`src/rtl/bsw_pkg.sv`:
```
// bsw_pkg: shared constants, command codes and cell control/status types
// for the broadcast stride walker. No dependencies.
package bsw_pkg;

	localparam int MAX_DIMS_DEF    = 4;
	localparam int ADDR_BITS_DEF   = 24;
	localparam int EXTENT_BITS_DEF = 16;

	// three address streams: operand A, operand B, result
	localparam int NOPS   = 3;
	localparam int OP_A   = 0;
	localparam int OP_B   = 1;
	localparam int OP_OUT = 2;

	localparam int CMD_W     = 2;
	localparam int DIM_SEL_W = 2;
	localparam int DIMS_W    = 3;

	localparam logic [CMD_W-1:0] CMD_LOAD    = 2'd0;
	localparam logic [CMD_W-1:0] CMD_RESTART = 2'd1;
	localparam logic [CMD_W-1:0] CMD_STEP    = 2'd2;

	typedef struct packed {
		logic load;
		logic restart;
		logic advance;
		logic capture;
		logic active;
	} bsw_ctl_t;

	typedef struct packed {
		logic zero_ext;
		logic wrap;
	} bsw_sts_t;

endpackage

```
`src/rtl/bsw_cell.sv`:
```
// bsw_cell: one dimension of the walker: descriptor, coordinate counter,
// per-stream product and one stage of the rippling offset sum. Uses bsw_pkg.
module bsw_cell import bsw_pkg::*; #(
	parameter int ADDR_BITS   = ADDR_BITS_DEF,
	parameter int EXTENT_BITS = EXTENT_BITS_DEF,
	parameter int SUM_W       = ADDR_BITS_DEF + EXTENT_BITS_DEF + 2
) (
	input  logic                              clk,
	input  logic                              arst_n,
	input  bsw_ctl_t                          ctl,
	input  logic [EXTENT_BITS-1:0]            extent_in,
	input  logic [NOPS-1:0][ADDR_BITS-1:0]    stride_in,
	output bsw_sts_t                          sts,
	input  logic                              in_vld,
	input  logic [NOPS-1:0][SUM_W-1:0]        in_sum,
	output logic                              out_vld,
	output logic [NOPS-1:0][SUM_W-1:0]        out_sum
);

	localparam int PROD_W = ADDR_BITS + EXTENT_BITS;

	logic [EXTENT_BITS-1:0]         extent_q;
	logic [NOPS-1:0][ADDR_BITS-1:0] stride_q;
	logic [EXTENT_BITS-1:0]         coord_q;
	logic [NOPS-1:0][PROD_W-1:0]    prod_s1;
	logic                           vld_q;
	logic [NOPS-1:0][SUM_W-1:0]     sum_q;
	logic [EXTENT_BITS:0]           next_coord;

	assign next_coord   = {1'b0, coord_q} + {{EXTENT_BITS{1'b0}}, 1'b1};
	// a stale coordinate at or past its extent also wraps with a carry
	assign sts.wrap     = next_coord >= {1'b0, extent_q};
	assign sts.zero_ext = extent_q == '0;

	always_ff @(posedge clk or negedge arst_n) begin
		if (!arst_n) begin
			extent_q <= '0;
			stride_q <= '0;
			coord_q  <= '0;
			vld_q    <= 1'b0;
		end else begin
			if (ctl.load) begin
				extent_q <= extent_in;
				stride_q <= stride_in;
			end
			if (ctl.restart) begin
				coord_q <= '0;
			end else if (ctl.advance) begin
				coord_q <= sts.wrap ? '0 : next_coord[EXTENT_BITS-1:0];
			end
			vld_q <= in_vld;
		end
	end

	// products use the coordinate before this step's advance
	always_ff @(posedge clk) begin
		for (int op = 0; op < NOPS; op++) begin
			if (ctl.capture) begin
				prod_s1[op] <= PROD_W'(coord_q) * PROD_W'(stride_q[op]);
			end
			if (in_vld) begin
				sum_q[op] <= in_sum[op] + (ctl.active ? SUM_W'(prod_s1[op]) : '0);
			end
		end
	end

	assign out_vld = vld_q;
	assign out_sum = sum_q;

endmodule

```
`config.mk`:
```
export PLATFORM = sky130hd
export DESIGN_NAME = bsw_cell
export DESIGN_NICKNAME = d
export VERILOG_FILES = /design/src/rtl/bsw_pkg.sv /design/src/rtl/bsw_cell.sv
export SDC_FILE = /design/constraint.sdc
export NUM_CORES = 2
export LEC_CHECK = 0
export ABC_CLOCK_PERIOD_IN_PS = 7900
export BUFFER_PORTS_ARGS = -buffer_cell sky130_fd_sc_hd__buf_2
export CAP_MARGIN = 40
export CELL_PAD_IN_SITES_DETAIL_PLACEMENT = 0
export CELL_PAD_IN_SITES_GLOBAL_PLACEMENT = 1
export CORE_MARGIN = 1
export CORE_UTILIZATION = 50
export DETAILED_ROUTE_END_ITERATION = 8
export PLACE_DENSITY = 0.88
export SLEW_MARGIN = 30
export SYNTH_ARGS = -nofsm -noshare
export SYNTH_HDL_FRONTEND = slang
export SYNTH_SLANG_ARGS = --single-unit
```
`constraint.sdc`:
```
create_clock -name clk -period 7.9 [get_ports clk]
set_input_delay 0.395 -clock clk [delete_from_list [all_inputs] [get_ports clk]]
set_output_delay 0.395 -clock clk [all_outputs]
set_load 0.01 [all_outputs]
```
==> results.txt <==
status - finished clean
layout cell share with drive strength beyond 1 - 0.0983
RD Place Congestion - 0.899
Hold Path Stages - 2
total negative slack - 0 ns
Synth Area in Adders - 0.435
Hold Crit Endpoint - stride_q[66]
worst setup margin - 0.533 ns
critical path arrival - 7.77 ns
Leak - 30.5 nW
final max-slew violation count - 0
Min Hold Slack - 0.0443 ns
Clock Tree Buf Depth - 3
DR vias - 41800
antenna violations before repair - 0
synth warn - 0
Die H - 337 um
Worst VDD drop - 146 uV
largest net degree at the start of global routing - 111
number of DRC markers in iteration 0 - 2472
area share of the largest cell type after synthesis - 0.329
row cnt - 122
CP endpoint kind - flop
Vias/cell - 5.37
top post-synthesis cells by area - fa_1, edfxtp_1, ha_1
reg-to-reg critical path endpoint - prod_s1[38]
Rel. slew slack - 0.406
endpoint required time on the critical path - 8.30 ns
Post-Place Setup Slack - 0.636 ns
Mapped Cells - 5976
syn nets - 7592
Post-synth top flop - edfxtp_1
Yosys top cell by area - fa_1
Post-CTS Resized - 0
Cell Area, Synth - 56000 um2
Netlist cell types - 76
Fmax - 136 MHz
fin util - 0.557
Starting Density - 0.505
Synth Area in Simple Gates - 0.161
Final Skew - 0.0530 ns
Finish-stage setup viols - 0
Die Wd - 337 um
clk sink count - 351
worst r2r src - coord_q[4]
die area - 113000 um2
CTS Buf Count - 47
total global-route track usage - 0.252
Startpoint Class - flop
drt total wl - 139000 um
Hold Crit Class - primary input to flop
crit path time final - 7.37 ns
Syn-to-layout area delta - 10.2%
part of the cycle the worst path needs - 0.932
largest family of logic cells by synthesized area - adder cells
Clock Pin Slew Worst Setup and Hold Paths - 0.06 ns
Worst-Skew Late Latency - 0.66 ns
EDFF count, synth - 246
Final Non-Filler Cells - 7782
ANT nets after route - 0
global-route wire length before repair - 227000 um
unrepaired setup endpoints after global routing - no
clock root buffer - clkbuf_16
HP Start - stride_in[66]
Tot Pwr - 5.89 mW
DR WL/cell - 17.9 um
CTS tree - done
DP Wirelength - 110000 um
vias in the first global route - 43700
post-synthesis share of cell area spent on xor and xnor gates - 0.0368
Filler cells - 9924
Max Cap Violations - 0
IO Port Bufs - 350
dominant cell by count in the synthesized netlist - inv_1
H-tree levels - 2
asr flop ratio synth - 0.299
Cells after DPL - 7613
Synth Area in Compound Gates - 0.0818
Slew @ Worst Pin - 0.891 ns
total grt overflow - 0
list of most frequent post-synthesis cells - inv_1, fa_1, nand2_1
post-synthesis sequential area ratio - 0.179
#FFs+latches synth - 351
CP Class - flop to flop
# nets final - 7867
pwr/cell area - 95.5 nW/um2
Avg Cell Area, Syn - 9.37 um2
# Post-CTS Setup Buffers - 0
area of placed instances - 59300 um2
I/O Pins - 351
post-synthesis mux area share - 0.0149
Final Hold Fails - 0
register-to-register setup slack - 0.53 ns
DRC - 0
core region area - 111000 um2
final instance area - 61700 um2
drt pass-1 iters - 6
worst-path fanout max - 37
R2R cell count - 22
==> layout make-up <==
type                    count  area (um2)  share of cell area
diodes                      4        10.0            0.000162
clock inverters            28         246             0.00399
inverters                1091        4100              0.0664
clock buffers              60        1350              0.0219
multi-input cells        4254       40800               0.662
well taps                1488        1860              0.0302
flip-flops and latches    351       10000               0.163
repair buffers            506        3280              0.0532
==> report_power, final <==
group	internal, mW	switching [mW]	leakage (nW)	total [mW]
clock network	1.31	0.920	0.796	2.23
registers	2.18	0.245	3.72	2.42
logic	0.521	0.717	26.0	1.24
total	4.01	1.88	30.5	5.89
==> cell usage in the layout, fill, tap and decap left out, types with 33 or more instances in the layout <==
master            n
fa_1            921
clkbuf_16        52
nand2_1         826
nor3_1           33
and2_1          611
buf_4            72
nand3_1          70
o21ai_0         127
buf_2           346
inv_1          1091
xor2_1           77
ha_1            473
nor2_1          126
edfxtp_1        246
dlygate4sd3_1    75
dfrtp_1          89
nand4_1          36
a21oi_1         240
a21o_1          135
mux2_2           73
nand2b_1         45
xnor2_1         158
o21bai_1         36
==> logic make-up (layout without fill, tap and decap cells) <==
kind of cell	count (synthesis)	after routing
simple gates	1834	1834
fa+ha+maj	1394	1394
buf+inv	1371	1685
compound gates	717	717
flops	351	351
xor+xnor	235	235
mux	74	74
other cells	0	4
==> worst max path at each step <==
stage	start	to	slack, ns	depth (start not counted)
after global placement	coord_q[1]	prod_s1[38]	0.73	21
after detailed placement	coord_q[1]	prod_s1[38]	0.64	21
after CTS	coord_q[1]	prod_s1[38]	0.61	21
after floorplan	coord_q[1]	prod_s1[78]	1.29	26
final	coord_q[4]	prod_s1[38]	0.53	22
after global routing	coord_q[1]	prod_s1[38]	0.15	21
==> worst max-delay path, stage by stage, from the launching register on <==
cell      delay (ns)
dfrtp_2         0.85
buf_4           0.32
and2_1          0.19
fa_1            0.41
inv_1           0.08
fa_1            0.44
fa_1            0.52
inv_1           0.05
fa_1            0.51
fa_1            0.49
inv_1           0.05
fa_1            0.47
inv_1           0.04
ha_1            0.36
nand3_1         0.18
nor3_1          0.30
a21oi_1         0.16
o21ai_0         0.21
nand2_1         0.12
o41ai_1         0.67
a311oi_1        0.27
o31ai_1         0.30
xor2_1          0.10
==> routing by layer <==
metal	vias to the layer above	wire length (um)	part of all wire	track usage
li1	19200	-	-	-
met1	20900	58800	0.42	0.336
met2	1354	67000	0.48	0.423
met3	272	9070	0.065	0.0370
met4	0	4450	0.032	0.0785
met5	-	0	0	0
==> registers in the layout, summed over array words and instances, names as in the netlist <==
signal    cells
extent_q     16
prod_s1     120
out_vld       1
coord_q      16
stride_q     72
out_sum     126
==> what timing repair did <==
| action | 4_1_cts | 5_1_grt |
|---|---|---|
| hold buffers | 75 | 0 |
| endpoints found under the setup margin | 0 | 0 |
| endpoints found under the hold margin | 124 | 0 |
(Power assumes the default switching activity.)
